## config.mk

```make
export PLATFORM = sky130hd
export DESIGN_NAME = software_timer_bank_top
export DESIGN_NICKNAME = d
export VERILOG_FILES = /design/src/hdl/stb_pkg.sv /design/src/hdl/software_timer_bank_top.sv /design/src/hdl/stb_count_ram.sv /design/src/hdl/stb_engine.sv
export SDC_FILE = /design/constraint.sdc
export NUM_CORES = 1
export LEC_CHECK = 0
export BUFFER_PORTS_ARGS = -buffer_cell sky130_fd_sc_hd__buf_2
export CAP_MARGIN = 20
export CORE_MARGIN = 2
export CORE_UTILIZATION = 40
export DETAILED_ROUTE_END_ITERATION = 8
export GPL_TIMING_DRIVEN = 0
export PLACE_DENSITY_LB_ADDON = 0.1
export SLEW_MARGIN = 5
export SYNTH_ARGS = -nofsm -noshare
export SYNTH_HDL_FRONTEND = slang
export SYNTH_SLANG_ARGS = --single-unit
```

## constraint.sdc

```tcl
create_clock -name clock -period 3.3 [get_ports clock]
set_clock_uncertainty 0.2 [all_clocks]
set_input_delay 0.165 -clock clock [delete_from_list [all_inputs] [get_ports clock]]
set_output_delay 0.165 -clock clock [all_outputs]
set_load 0.03 [all_outputs]
```

## src/hdl/stb_pkg.sv

```systemverilog
// Shared types and codes for the software timer bank.
`timescale 1ns / 1ps

package stb_pkg;

   // Command codes carried in the kind field of a request beat.
   typedef enum logic [2:0] {
      KIND_TICK       = 3'd0,
      KIND_LOAD_START = 3'd1,
      KIND_LOAD       = 3'd2,
      KIND_CLEAR_EXP  = 3'd3,
      KIND_START      = 3'd4,
      KIND_STOP       = 3'd5,
      KIND_QUERY      = 3'd6,
      KIND_READ_TIME  = 3'd7
   } kind_type;

   // Response status codes.
   localparam logic STATUS_OK        = 1'b0;
   localparam logic STATUS_BAD_INDEX = 1'b1;

   // Sequencer states.
   typedef enum logic [2:0] {
      ST_IDLE   = 3'b001,
      ST_SWEEP  = 3'b010,
      ST_FINISH = 3'b100
   } state_type;

   localparam int TICK_BITS  = 16;
   localparam int INDEX_BITS = 8;
   localparam int VALUE_BITS = 16;

endpackage

```

## src/hdl/software_timer_bank_top.sv

```systemverilog
// Top level of the software timer bank: engine plus remaining-count memory.
// A command beat is registered into the response register in the cycle after acceptance.
// A tick beat sweeps the count memory one timer per cycle, then waits in the finish state
// until the response slot is free; no further beat is accepted until it has returned to idle.
// Commands sustain one per cycle while responses are taken and no tick sweep is in progress.
// Reset clears the active and expired masks and the tick counter; counts hold until loaded.
`timescale 1ns / 1ps

module software_timer_bank_top #(
   parameter int TIMER_COUNT = 16,
   parameter int COUNT_BITS  = 16
) (
   input  logic                            clock,
   input  logic                            reset,
   input  logic                            req_valid,
   output logic                            req_stall,
   input  logic [2:0]                      req_kind,
   input  logic [stb_pkg::INDEX_BITS-1:0]  req_timer_index,
   input  logic [stb_pkg::VALUE_BITS-1:0]  req_count_value,
   output logic                            rsp_valid,
   input  logic                            rsp_stall,
   output logic                            rsp_status,
   output logic                            rsp_active_flag,
   output logic                            rsp_expired_flag,
   output logic [stb_pkg::TICK_BITS-1:0]   rsp_elapsed_ticks
);

   localparam int IDX_BITS = (TIMER_COUNT > 1) ? $clog2(TIMER_COUNT) : 1;

   logic                  mem_wr_en;
   logic [IDX_BITS-1:0]   mem_wr_addr;
   logic [COUNT_BITS-1:0] mem_wr_data;
   logic                  mem_rd_en;
   logic [IDX_BITS-1:0]   mem_rd_addr;
   logic [COUNT_BITS-1:0] mem_rd_data;

   stb_engine #(
      .TIMER_COUNT (TIMER_COUNT),
      .COUNT_BITS  (COUNT_BITS),
      .IDX_BITS    (IDX_BITS)
   ) u_engine (
      .clock             (clock),
      .reset             (reset),
      .req_valid         (req_valid),
      .req_stall         (req_stall),
      .req_kind          (req_kind),
      .req_timer_index   (req_timer_index),
      .req_count_value   (req_count_value),
      .rsp_valid         (rsp_valid),
      .rsp_stall         (rsp_stall),
      .rsp_status        (rsp_status),
      .rsp_active_flag   (rsp_active_flag),
      .rsp_expired_flag  (rsp_expired_flag),
      .rsp_elapsed_ticks (rsp_elapsed_ticks),
      .mem_wr_en         (mem_wr_en),
      .mem_wr_addr       (mem_wr_addr),
      .mem_wr_data       (mem_wr_data),
      .mem_rd_en         (mem_rd_en),
      .mem_rd_addr       (mem_rd_addr),
      .mem_rd_data       (mem_rd_data)
   );

   stb_count_ram #(
      .DEPTH     (TIMER_COUNT),
      .ADDR_BITS (IDX_BITS),
      .DATA_BITS (COUNT_BITS)
   ) u_count_ram (
      .clock   (clock),
      .wr_en   (mem_wr_en),
      .wr_addr (mem_wr_addr),
      .wr_data (mem_wr_data),
      .rd_en   (mem_rd_en),
      .rd_addr (mem_rd_addr),
      .rd_data (mem_rd_data)
   );

endmodule

```

## src/hdl/stb_count_ram.sv

```systemverilog
// Remaining-count memory: one write port, one registered read port.
`timescale 1ns / 1ps

module stb_count_ram #(
   parameter int DEPTH     = 16,
   parameter int ADDR_BITS = 4,
   parameter int DATA_BITS = 16
) (
   input  logic                 clock,
   input  logic                 wr_en,
   input  logic [ADDR_BITS-1:0] wr_addr,
   input  logic [DATA_BITS-1:0] wr_data,
   input  logic                 rd_en,
   input  logic [ADDR_BITS-1:0] rd_addr,
   output logic [DATA_BITS-1:0] rd_data
);

   logic [DATA_BITS-1:0] mem [DEPTH];
   logic [DATA_BITS-1:0] rd_data_ff;

   always_ff @(posedge clock) begin
      if (wr_en) begin
         mem[wr_addr] <= wr_data;
      end
      if (rd_en) begin
         rd_data_ff <= mem[rd_addr];
      end
   end

   assign rd_data = rd_data_ff;

endmodule

```

## src/hdl/stb_engine.sv

```systemverilog
// Command decoder, tick sweep sequencer, flag masks and response register.
`timescale 1ns / 1ps

module stb_engine #(
   parameter int TIMER_COUNT = 16,
   parameter int COUNT_BITS  = 16,
   parameter int IDX_BITS    = 4
) (
   input  logic                            clock,
   input  logic                            reset,
   input  logic                            req_valid,
   output logic                            req_stall,
   input  logic [2:0]                      req_kind,
   input  logic [stb_pkg::INDEX_BITS-1:0]  req_timer_index,
   input  logic [stb_pkg::VALUE_BITS-1:0]  req_count_value,
   output logic                            rsp_valid,
   input  logic                            rsp_stall,
   output logic                            rsp_status,
   output logic                            rsp_active_flag,
   output logic                            rsp_expired_flag,
   output logic [stb_pkg::TICK_BITS-1:0]   rsp_elapsed_ticks,
   output logic                            mem_wr_en,
   output logic [IDX_BITS-1:0]             mem_wr_addr,
   output logic [COUNT_BITS-1:0]           mem_wr_data,
   output logic                            mem_rd_en,
   output logic [IDX_BITS-1:0]             mem_rd_addr,
   input  logic [COUNT_BITS-1:0]           mem_rd_data
);

   localparam logic [IDX_BITS-1:0] LAST_IDX = IDX_BITS'(TIMER_COUNT - 1);

   stb_pkg::state_type state_ff, state_in;
   logic [TIMER_COUNT-1:0] active_mask_ff, active_mask_in;
   logic [TIMER_COUNT-1:0] expired_mask_ff, expired_mask_in;
   logic [stb_pkg::TICK_BITS-1:0] tick_count_ff, tick_count_in;
   logic [IDX_BITS-1:0] sweep_idx_ff, sweep_idx_in;
   logic s1_valid_ff, s1_valid_in;
   logic [IDX_BITS-1:0] s1_idx_ff, s1_idx_in;

   logic rsp_valid_ff, rsp_valid_in;
   logic rsp_status_ff, rsp_status_in;
   logic rsp_active_ff, rsp_active_in;
   logic rsp_expired_ff, rsp_expired_in;
   logic [stb_pkg::TICK_BITS-1:0] rsp_ticks_ff, rsp_ticks_in;

   stb_pkg::kind_type kind;
   logic slot_free;
   logic accept;
   logic out_of_range;
   logic [IDX_BITS-1:0] cmd_idx;
   logic [COUNT_BITS-1:0] dec_count;

   assign kind         = stb_pkg::kind_type'(req_kind);
   assign slot_free    = !rsp_valid_ff || !rsp_stall;
   assign out_of_range = req_timer_index >= stb_pkg::INDEX_BITS'(TIMER_COUNT);
   assign cmd_idx      = req_timer_index[IDX_BITS-1:0];
   assign dec_count    = mem_rd_data - COUNT_BITS'(1);

   // A tick does not need the response slot until its sweep is done.
   assign req_stall = !((state_ff == stb_pkg::ST_IDLE) &&
                        ((kind == stb_pkg::KIND_TICK) || slot_free));
   assign accept    = req_valid && !req_stall;

   assign mem_rd_en   = (state_ff == stb_pkg::ST_SWEEP);
   assign mem_rd_addr = sweep_idx_ff;

   always_comb begin
      state_in        = state_ff;
      active_mask_in  = active_mask_ff;
      expired_mask_in = expired_mask_ff;
      tick_count_in   = tick_count_ff;
      sweep_idx_in    = sweep_idx_ff;
      s1_valid_in     = 1'b0;
      s1_idx_in       = sweep_idx_ff;
      rsp_valid_in    = rsp_valid_ff && rsp_stall;
      rsp_status_in   = rsp_status_ff;
      rsp_active_in   = rsp_active_ff;
      rsp_expired_in  = rsp_expired_ff;
      rsp_ticks_in    = rsp_ticks_ff;
      mem_wr_en       = 1'b0;
      mem_wr_addr     = s1_idx_ff;
      mem_wr_data     = dec_count;

      // Second sweep stage: the count read last cycle is decremented and written back; at zero the timer expires.
      if (s1_valid_ff) begin
         mem_wr_en = 1'b1;
         if (dec_count == '0) begin
            active_mask_in[s1_idx_ff]  = 1'b0;
            expired_mask_in[s1_idx_ff] = 1'b1;
         end
      end

      unique case (state_ff)
         stb_pkg::ST_IDLE: begin
            if (accept) begin
               if (kind == stb_pkg::KIND_TICK) begin
                  tick_count_in = tick_count_ff + stb_pkg::TICK_BITS'(1);
                  sweep_idx_in  = '0;
                  state_in      = stb_pkg::ST_SWEEP;
               end else begin
                  rsp_valid_in   = 1'b1;
                  rsp_status_in  = stb_pkg::STATUS_OK;
                  rsp_active_in  = 1'b0;
                  rsp_expired_in = 1'b0;
                  rsp_ticks_in   = tick_count_ff;
                  if (kind != stb_pkg::KIND_READ_TIME) begin
                     if (out_of_range) begin
                        rsp_status_in = stb_pkg::STATUS_BAD_INDEX;
                     end else begin
                        case (kind)
                           stb_pkg::KIND_LOAD_START: begin
                              mem_wr_en                = 1'b1;
                              expired_mask_in[cmd_idx] = 1'b0;
                              active_mask_in[cmd_idx]  = 1'b1;
                           end
                           stb_pkg::KIND_LOAD: begin
                              mem_wr_en = 1'b1;
                           end
                           stb_pkg::KIND_CLEAR_EXP: begin
                              expired_mask_in[cmd_idx] = 1'b0;
                           end
                           stb_pkg::KIND_START: begin
                              active_mask_in[cmd_idx] = 1'b1;
                           end
                           stb_pkg::KIND_STOP: begin
                              active_mask_in[cmd_idx] = 1'b0;
                           end
                           default: begin
                           end
                        endcase
                        mem_wr_addr    = cmd_idx;
                        mem_wr_data    = COUNT_BITS'(req_count_value);
                        rsp_active_in  = active_mask_in[cmd_idx];
                        rsp_expired_in = expired_mask_in[cmd_idx];
                     end
                  end
               end
            end
         end
         stb_pkg::ST_SWEEP: begin
            // Only active timers get a read-modify-write slot.
            s1_valid_in  = active_mask_ff[sweep_idx_ff];
            s1_idx_in    = sweep_idx_ff;
            sweep_idx_in = sweep_idx_ff + IDX_BITS'(1);
            if (sweep_idx_ff == LAST_IDX) begin
               state_in = stb_pkg::ST_FINISH;
            end
         end
         stb_pkg::ST_FINISH: begin
            if (slot_free) begin
               rsp_valid_in   = 1'b1;
               rsp_status_in  = stb_pkg::STATUS_OK;
               rsp_active_in  = 1'b0;
               rsp_expired_in = 1'b0;
               rsp_ticks_in   = tick_count_ff;
               state_in       = stb_pkg::ST_IDLE;
            end
         end
         default: begin
            state_in = stb_pkg::ST_IDLE;
         end
      endcase
   end

   always_ff @(posedge clock) begin
      if (reset) begin
         state_ff        <= stb_pkg::ST_IDLE;
         active_mask_ff  <= '0;
         expired_mask_ff <= '0;
         tick_count_ff   <= '0;
         s1_valid_ff     <= 1'b0;
         rsp_valid_ff    <= 1'b0;
      end else begin
         state_ff        <= state_in;
         active_mask_ff  <= active_mask_in;
         expired_mask_ff <= expired_mask_in;
         tick_count_ff   <= tick_count_in;
         s1_valid_ff     <= s1_valid_in;
         rsp_valid_ff    <= rsp_valid_in;
      end
   end

   always_ff @(posedge clock) begin
      sweep_idx_ff   <= sweep_idx_in;
      s1_idx_ff      <= s1_idx_in;
      rsp_status_ff  <= rsp_status_in;
      rsp_active_ff  <= rsp_active_in;
      rsp_expired_ff <= rsp_expired_in;
      rsp_ticks_ff   <= rsp_ticks_in;
   end

   assign rsp_valid         = rsp_valid_ff;
   assign rsp_status        = rsp_status_ff;
   assign rsp_active_flag   = rsp_active_ff;
   assign rsp_expired_flag  = rsp_expired_ff;
   assign rsp_elapsed_ticks = rsp_ticks_ff;

`ifndef SYNTHESIS
   a_s1_only_in_sweep: assert property (@(posedge clock) disable iff (reset)
      s1_valid_ff |-> (state_ff == stb_pkg::ST_SWEEP || state_ff == stb_pkg::ST_FINISH))
      else $error("write-back stage busy outside a tick sweep");

   a_s1_timer_active: assert property (@(posedge clock) disable iff (reset)
      s1_valid_ff |-> active_mask_ff[s1_idx_ff])
      else $error("write-back stage holds a timer that is not active");

   a_tick_advances: assert property (@(posedge clock) disable iff (reset)
      (accept && kind == stb_pkg::KIND_TICK) |=>
         (tick_count_ff == $past(tick_count_ff) + stb_pkg::TICK_BITS'(1)))
      else $error("tick beat did not advance the tick counter");

   a_error_no_flags: assert property (@(posedge clock) disable iff (reset)
      (rsp_valid_ff && rsp_status_ff == stb_pkg::STATUS_BAD_INDEX) |->
         (!rsp_active_ff && !rsp_expired_ff))
      else $error("error response carries timer flags");
`endif

endmodule
```

Yosys cells after proc, flatten, opt, wreduce, memory -nomap -nowiden
Memory sizes are Yosys's and may differ from the RTL's. A register that Yosys moved wholly into a read port is not among the register bits.
Index checks and enable logic that the tools add are counted.
{ "word_totals": {"reg_bits": 80, "latchBits": 0, "ramBits": 256, "romBits": 0, "in_bits": 31, "out_inout_bits": 21, "word_cells": 154, "n_memories": 1} }
{ "mem_list": {"columns": ["memory", "depth", "width", "read_ports", "rd_ports_with_merged_regs", "wr", "line_no", "text"], "rows": [
  ["u_count_ram.mem", 16, 16, 1, 1, 1, "stb_count_ram.sv:18", "logic [DATA_BITS-1:0] mem [DEPTH];"]
]} }
{ "op_classes": {"n_addsub": 3, "mul": 0, "div_mod_pow": 0, "order_cmp": 6, "eq_ne": 15, "shift": 0, "n_mux": 87, "bitwise_logic": 8, "n_reduce_logical": 22} }
{ "ops": {"columns": ["cell", "count"], "rows": [
  ["16-bit two-way mux", 33],
  ["16-bit one-hot mux with 2 select lines", 2],
  ["16-bit AND", 3],
  ["16-bit inverter", 2],
  ["16-bit bitwise OR", 2],
  ["1-bit two-way mux", 30],
  ["4-bit two-way mux", 7],
  ["16-bit by 1-bit adder with 16-bit output, second input constant", 1],
  ["16-bit zero test", 1],
  ["16-bit by 1-bit subtractor with 16-bit output, second input constant", 1],
  ["4-bit by 5-bit less-than comparator with 1-bit output, second input constant", 3],
  ["1-bit binary-select mux with 4-bit select", 3],
  ["3-bit two-way mux", 4],
  ["3-bit by 2-bit equality test with 1-bit output, second input constant", 3],
  ["3-bit equality test, second input constant", 3],
  ["3-bit one-hot mux with 3 select lines", 1],
  ["1-bit demux with 4-bit select", 2],
  ["4-bit by 1-bit >= comparator with 1-bit output, second input constant", 2],
  ["8-bit by 5-bit >= comparator with 1-bit output, second input constant", 1],
  ["1-bit one-hot mux with 2 select lines", 4],
  ["4-bit one-hot mux with 2 select lines", 1],
  ["4-bit AND reduction", 2],
  ["2-bit OR reduction", 4],
  ["3-bit by 1-bit equality test with 1-bit output, second input constant", 2],
  ["other kinds (12)", 24]
]} }

Logic depth before layout (Yosys ltp)
Gate-level depths: netlist of the first run.
{ "logic_depth": {"word_depth": 22, "ltp_mapped": 15, "ltp_nobuf": 11} }

Hierarchy
A second synthesis of the first run with hierarchy kept.
{ "hier_totals": {"cells_unflattened": 1011, "hier_area_um2": 15048.2} }
{ "by_module_without_submodules": {"columns": ["module", "instances", "cells_per_inst", "area_each_um2", "seq_area_each_um2"], "rows": [
  ["stb_count_ram", 1, 432, 10203.5, 8167.8],
  ["stb_engine", 1, 579, 4844.6, 1831.8]
]} }

Least setup slack after synthesis of the first run
No wires, ideal clock.
{ "synth_path": {"path_type": "flip-flop to flip-flop", "start": "register u_count_ram.rd_data_ff[0] (netlist: u_count_ram.rd_data[0]), read port of u_count_ram.mem", "end": "register u_engine.rsp_expired_ff (netlist: u_engine.rsp_expired_flag) (data pin)", "setup_ps": 175, "arrival_ps": 3201, "required_time_ps": 2925, "setup_slack_ps": -276, "path_stages_with_launch": 15, "n_path_buf": 3, "synth_period_minus_slack_ps": 3576, "cell_sequence": "edfxtp_1 -> clkbuf_1 -> inv_1 -> ha_1 -> or4b_2 -> o31a_1 -> a2111oi_2 -> and4_1 -> buf_6 -> and3_1 -> buf_6 -> a21oi_1 -> and2_1 -> o311ai_1 -> nor4bb_1"} }
{ "synth_between": {"elab_chain_len": 18} }
{ "synth_lines": {"columns": ["element", "line_no", "text"], "rows": [
  ["start: declaration", "stb_count_ram.sv:19", "logic [DATA_BITS-1:0] rd_data_ff;"],
  ["16-bit by 1-bit subtractor with 16-bit output *", "stb_engine.sv:57", "assign dec_count = mem_rd_data - COUNT_BITS'(1);"],
  ["16-bit zero test *", "stb_engine.sv:87", "if (dec_count == '0) begin"],
  ["16-bit two-way mux *", "stb_engine.sv:87", null],
  ["16-bit two-way mux *", "stb_engine.sv:85", "if (s1_valid_ff) begin"],
  ["16-bit AND (no line)", null, null],
  ["16-bit two-way mux *", null, null],
  ["16-bit two-way mux *", "stb_engine.sv:107", "if (out_of_range) begin"],
  ["16-bit two-way mux *", "stb_engine.sv:106", "if (kind != stb_pkg::KIND_READ_TIME) begin"],
  ["[... 2 more ...]", null, null],
  ["16-bit two-way mux *", "stb_engine.sv:93", "unique case (state_ff)"],
  ["1-bit binary-select mux with 4-bit select *", "stb_engine.sv:134", "rsp_expired_in = expired_mask_in[cmd_idx];"],
  ["1-bit two-way mux (not written as such) *", "stb_engine.sv:134", null],
  ["1-bit two-way mux *", "stb_engine.sv:107", null],
  ["1-bit two-way mux *", "stb_engine.sv:106", null],
  ["1-bit two-way mux *", "stb_engine.sv:96", "if (kind == stb_pkg::KIND_TICK) begin"],
  ["1-bit two-way mux *", "stb_engine.sv:95", "if (accept) begin"],
  ["1-bit one-hot mux with 2 select lines *", "stb_engine.sv:93", null],
  ["end signal: assignment", "stb_engine.sv:188", "rsp_expired_ff <= rsp_expired_in;"],
  ["end: declaration", "stb_engine.sv:43", "logic rsp_expired_ff, rsp_expired_in;"]
]} }
Mark *: on every way between the ends. The rest lies on a longest branch, timed or not. The select of a mux whose other input is x is not followed.
A chain may end at the register's enable or synchronous reset.

Final worst setup path of the first run
{ "layout_path": {"start": "register u_count_ram.rd_data_ff[3] (netlist: u_count_ram.rd_data[3]), read port of u_count_ram.mem", "end": "register u_engine.rsp_expired_ff (netlist: u_engine.rsp_expired_flag) (data pin)"} }
Same word-level chain as after synthesis.

==> results.md, run 1 <==
* Vias in the first global route at 9301
* Slew Limit Fails at 0
* Post-synth top area share at 59.61%
* Crit path kind: register to register
* Sequential share of power at 52.1%
* P_int at 7.229 mW
* Hpwl dp at 27.07 mm
* Fin util at 50.46%
* Sequential share of the synthesized area at 67.29%
* Antenna viol nets, final at 0
* Max Clock Freq at 269.6 MHz
* Final Net Count at 1181
* Clock Sink Count at 352
* Clk root buf: clkbuf_16
* Min Tclk post-route at 3.709 ns
* Most common cell on crit path: buf_6
* Critical path peak fanout at 8
* Area of the core at 36610 µm²
* H-tree Lvls at 2
* Max incr delay on CP at 0.61 ns
* Worst Path Required at 3.46 ns
* Final setup fails at 3
* Clk network pwr share at 42.5%
* Post-synth net total at 1007
* R2r worst-path depth at 11
* Max-cap viol count at 0
* Crit path from: u_count_ram.rd_data[3]
* Die Ht at 196.7 µm
* Cells after Synth at 972
* Row count at 70
* IO buf count at 48
* CTS max path bufs at 3
* Worst VDD drop at 0.4262 mV
* Initial antenna violation count at 0
* Static leakage at 5.886 nW
* Full die area at 38710 µm²
* FF-to-FF End: u_engine.rsp_expired_flag
* Global-route wire length before repair at 60.66 mm
* Power Density at 499.3 nW/µm²
* Gate power share at 5.4%
* Final period util at 112.4%
* Gr usage total at 21.58%
* Fill count at 3087
* Worst-path clk slew at 0.06 ns
* Area growth from synthesis to layout at 24.31%
* CP top delay family: simple AND/OR/NAND/NOR gates
* Worst-Skew Late Latency at 0.54 ns
* Netlist cell types at 61
* # diodes at 0
* Mapped Avg Cell Area at 15.29 µm²
* Post-synth EDFFs at 295
* Average vias per placed instance at 5.761
* Status: complete, but fails checks
* WL final at 40.71 mm
* Crit-path cells: buf_6, or4_4, o31a_1, a2111oi_4, and4_4, buf_6, nand4_1, nor2b_4, a211oi_2, a211oi_1, nor4bb_4
* Final Wtd Congestion at 0.8970
* Levels on crit path at 11
* Die Wd at 196.7 µm
* DR DRC count at 0
* RR Startpoint: u_count_ram.rd_data[3]
* Total negative slack at -0.8432 ns
* Crit path buf inv count at 2
* Post-synthesis async set-or-reset flop share at 0%
* Internal reg-to-reg setup slack at -0.41 ns
* Routed len/inst at 24.84 µm
* Worst Setup EP: u_engine.rsp_expired_flag
* Share of post-route cells with drive strength above 1 at 30.66%
* CP Capture Type: register
* GRT overflow at 0
* CTS tree: done
* I/O pins at 52
* Synth Register Bits at 352
* RSZ-0062 raised after global routing: true
* Slowest cell on the critical path: or4_4
* Mapped Area at 14860 µm²
* Vias post-DR at 9443
* Post-synth top area cell: edfxtp_1
* Top FF cell, synth: edfxtp_1
* Sw Pwr at 1.993 mW
* Rel. slew slack at 29.11%
* Synth Warn # at 0
* CP startpoint kind: register
* Clock buffer count from CTS at 38
* Area contributors post-synth: edfxtp_1 60%, mux4_2 13%, dfxtp_1 7.7%
* DRT Pass-1 Iters at 5
* Worst Path Arrival at 3.87 ns
* Commonest non-fill, non-tap cell in the layout: edfxtp_1
* Min-delay worst type: primary input to register
* Failing checks: hold timing, setup timing
* PnR worst setup slack at -0.4087 ns
* Commonest non-fill, non-tap cells in the layout: 295 x edfxtp_1, 85 x mux4_2, 64 x nor2_1
* Switching Fraction at 21.61%
* Final hold violation count at 19
* Largest net degree at the start of global routing at 20
* Hold Slack at -0.01585 ns
* Initial core utilization at 40.59%
* Worst slew pin tran at 1.063 ns
* Starting DRC count in detailed routing at 781
## how the worst min path moves through the flow
stage	depth (start not counted)	slack [ns]	end	start
3_3_place_gp	0	0.16	u_engine.s1_idx_ff[3]	u_engine.mem_rd_addr[3]
3_5_place_dp	0	0.16	u_engine.s1_idx_ff[3]	u_engine.mem_rd_addr[3]
5_1_grt	4	0.03	u_count_ram.mem[0][12]	req_count_value[12]
4_1_cts	4	0.002	u_count_ram.mem[14][8]	req_count_value[8]
6_report	3	-0.02	u_count_ram.mem[8][7]	req_count_value[7]
2_1_floorplan	0	0.15	u_engine.s1_idx_ff[3]	u_engine.mem_rd_addr[3]
## power groups by stage
stage | Combinational, mW | Clock [mW] | Sequential [mW]
5_1_grt | 0.529 | 4.16 | 4.81
3_3_place_gp | 0.450 | 0 | 4.91
4_1_cts | 0.492 | 4.00 | 4.81
2_1_floorplan | 0.251 | 0 | 4.94
3_5_place_dp | 0.462 | 0 | 4.90
6_report | 0.497 | 3.92 | 4.81
## layout make-up
class                      count  area [µm²]  share of cell area [%]
sequential                   352       10000                   54.13
multi-input combinational    542        5052                   27.35
timing repair buffer         139        1383                   7.484
clock buffer                  51        1021                   5.527
tap                          468       585.6                   3.170
buffer                        53       260.3                   1.409
clock inverter                14       93.84                  0.5080
inverter                      20       77.57                  0.4199
## worst register-to-register path: stages, from the launching register on
cell       delay (ns)
edfxtp_1         0.40
buf_6            0.14
or4_4            0.61
o31a_1           0.36
a2111oi_4        0.26
and4_4           0.30
buf_6            0.13
nand4_1          0.21
nor2b_4          0.24
a211oi_2         0.25
a211oi_1         0.15
nor4bb_4         0.29
## per-stage QoR
step	setup slack, ns	power, mW	cell area, µm²	std cells
final	-0.4087	9.223	18470	1639
after floorplan	-0.1970	5.191	14920	972
after global routing	-0.5495	9.499	18470	1639
after global placement	-1.902	5.355	15740	1488
after CTS	-0.3424	9.302	18320	1631
after detailed placement	-1.175	5.366	16100	1514
## repair_timing
item	CTS	global route
hold buffers	11	0
endpoints found under the hold margin	64	0
gates resized for setup	100	22
pin swaps	39	11
cloned	1	0
endpoints found under the setup margin	562	399
setup buffers	46	8
## per-layer routing
layer	part of all wire, %	GRT usage (%)	vias up
li1	-	-	4197
met1	44	30.13	4820
met2	48	35.03	348
met3	5.8	3.371	78
met4	2.7	6.656	0
met5	0	0	-
## cells by family (layout without fill, tap and decap cells)
group	count (synthesis)	after routing	synth area share (%)
DFF	352	352	67.29
and+or+nand+nor	286	286	9.523
AOI/OAI and AO/OA	137	137	5.970
muxes	90	90	13.23
buffers and inverters	78	277	2.181
xor gates and xnor gates	25	25	1.473
adders and majority gates	4	4	0.3368
## cell usage after synthesis (all sizes together), types with 2 or more instances
library cell	count
a311oi	2
edfxtp	295
a221oi	9
xor2	9
a211oi	13
or4b	2
and2	8
nand2b	8
o22ai	2
or4	5
a222oi	2
nand2	59
nand3	41
a211o	3
or3	10
xnor2	16
nor3	12
nor4b	3
o211ai	5
nand3b	2
mux2i	4
buf	12
o21ai	31
inv	20
nand4	14
nor3b	5
nor2b	10
dfxtp	57
o2111ai	2
and3	9
a31oi	14
nor4	9
a21oi	37
a2111oi	2
o31ai	3
ha	4
or2	5
mux4	85
a21boi	2
o311ai	2
clkbuf	46
nor2	81
## registers in the layout (all words and copies together) (netlist names), 3 cells and up
signal,flops
u_engine.mem_rd_addr,4
u_engine.rsp_elapsed_ticks,16
u_count_ram.mem,256
u_engine.state_ff,3
u_engine.expired_mask_ff,16
u_count_ram.rd_data,16
u_engine.s1_idx_ff,4
u_engine.active_mask_ff,16
u_engine.tick_count_ff,16
Note: power is estimated with default switching activity, not from simulation.
==> inputs of run 2 (changes only) <==
clock period = 3.9 ns   (was 3.3 ns; I/O delays follow)
==> results.md, run 2 (same netlist as run 1, synthesis figures left out) <==
* IO buf count at 48
* Final hold violation count at 0
* Die Ht at 196.7 µm
* Switching Fraction at 21.92%
* Hpwl dp at 27.49 mm
* Slew Limit Fails at 0
* Clk root buf: clkbuf_16
* Share of post-route cells with drive strength above 1 at 24.74%
* CTS max path bufs at 3
* Worst slew pin tran at 1.100 ns
* DP Cell Count at 1515
* GRT overflow at 0
* Dpl ws at -0.9568 ns
* Rel. slew slack at 26.67%
* Clock buffer count from CTS at 38
* H-tree Lvls at 2
* CP Capture Type: register
* Vias in the first global route at 9042
* Worst-path clk slew at 0.06 ns
* Vias post-DR at 9140
* Final Wtd Congestion at 0.9265
* Commonest non-fill, non-tap cells in the layout: 295 x edfxtp_1, 85 x mux4_2, 64 x nor2_1
* Row count at 70
* Die Wd at 196.7 µm
* DRT Pass-1 Iters at 5
* Fill count at 3201
* Global-route wire length before repair at 59.26 mm
* PnR worst setup slack at 0.006277 ns
* Sequential share of power at 51.3%
* Fin util at 48.56%
* Gate power share at 5.1%
* Largest net degree at the start of global routing at 20
* FF-to-FF End: u_count_ram.mem[3][14]
* Status: finished, final reports clean
* Internal reg-to-reg setup slack at 0.006 ns
* CTS tree: done
* Worst VDD drop at 0.3886 mV
* Area of the core at 36610 µm²
* Worst Setup EP: u_count_ram.mem[3][14]
* Final period util at 99.84%
* Final Net Count at 1147
* WL final at 40.34 mm
* CP startpoint kind: register
* Static leakage at 5.609 nW
* Gr usage total at 21.12%
* Average vias per placed instance at 5.684
* Min-delay worst type: primary input to register
* P_int at 6.189 mW
* Max-cap viol count at 0
* Fin cells at 1608
* Hold Slack at 0.02567 ns
* Area growth from synthesis to layout at 19.63%
* Antenna viol nets, final at 0
* Worst-Skew Late Latency at 0.55 ns
* Initial antenna violation count at 0
* Sw Pwr at 1.737 mW
* Biggest register: u_count_ram.mem
* Routed len/inst at 25.09 µm
* Initial core utilization at 40.59%
* R2r worst-path depth at 6
* Crit path from: u_engine.state_ff[0]
* Power Density at 445.9 nW/µm²
* Max reg flops at 256
* Reg area at 10000 µm²
* I/O pins at 52
* RR Startpoint: u_engine.state_ff[0]
* Final setup fails at 0
* Starting DRC count in detailed routing at 650
* Clock Sink Count at 352
* Clk network pwr share at 43.5%
* RSZ-0062 raised after global routing: true
* Min Tclk post-route at 3.894 ns
* DR DRC count at 0
* Crit path kind: register to register
* # diodes at 0
* Critical path peak fanout at 9
* Max Clock Freq at 256.8 MHz
* Area of the multi-input gates at 4787 µm²
* Full die area at 38710 µm²
* Worst Path Required at 3.94 ns
* Worst Path Arrival at 3.94 ns
* Commonest non-fill, non-tap cell in the layout: edfxtp_1
run 2: worst min-delay path by stage:
stage                            startpoint                     end  slack [ns]  cells after the start
CTS                     req_count_value[13]  u_count_ram.mem[2][13]       0.008                      4
global route            req_count_value[13]  u_count_ram.mem[2][13]        0.04                      4
finish                          req_kind[1]     u_engine.rsp_status        0.03                      4
floorplan           u_engine.mem_rd_addr[3]   u_engine.s1_idx_ff[3]        0.15                      0
global placement    u_engine.mem_rd_addr[3]   u_engine.s1_idx_ff[3]        0.17                      0
detailed placement  u_engine.mem_rd_addr[3]   u_engine.s1_idx_ff[3]        0.16                      0
run 2: layout make-up:
type | instances | area share, %
tap | 468 | 3.294
buffer | 51 | 1.232
clock buffer | 47 | 5.659
inverter | 20 | 0.4223
timing repair buffer | 107 | 5.251
multi-input combinational | 542 | 26.93
clock inverter | 21 | 0.9642
sequential | 352 | 56.25
run 2: stage by stage:
stage	setup TNS, ns	area [µm²]	power (mW)
after floorplan	0	14860	4.391
after global placement	-387.79	15690	4.529
after detailed placement	-55.94	16090	4.539
after CTS	-1.009	17500	7.994
after global routing	-11.22	17780	8.178
final	0	17780	7.927
run 2: power groups by stage:
stage | sequential, mW | clock, mW | combinational (mW)
floorplan | 4.18 | 0 | 0.211
global route | 4.07 | 3.68 | 0.433
finish | 4.07 | 3.45 | 0.406
CTS | 4.07 | 3.52 | 0.402
detailed placement | 4.15 | 0 | 0.390
global placement | 4.15 | 0 | 0.378
run 2: routing by layer:
metal,GRT usage (%),share of wire (%),vias to the layer above
li1,-,-,4121
met1,29.17,44,4649
met2,34.86,48,301
met3,3.251,5.3,69
met4,6.154,2.5,0
met5,0,0,-
run 2: critical path: stages (launching register included):
cell and delay (ns):
dfxtp_1 0.35, nor3b_2 0.41, o2111ai_1 0.29, o31ai_1 0.76
o21ai_0 0.61, nor2_2 0.73, buf_8 0.24
run 2: timing repair:
| action | CTS | global route |
|---|---|---|
| endpoints found under the hold margin | 30 | 5 |
| endpoints found under the setup margin | 389 | 277 |
| setup buffers | 4 | 14 |
| hold buffers | 9 | 2 |
| resized for setup | 19 | 27 |
| pin swaps | 1 | 16 |
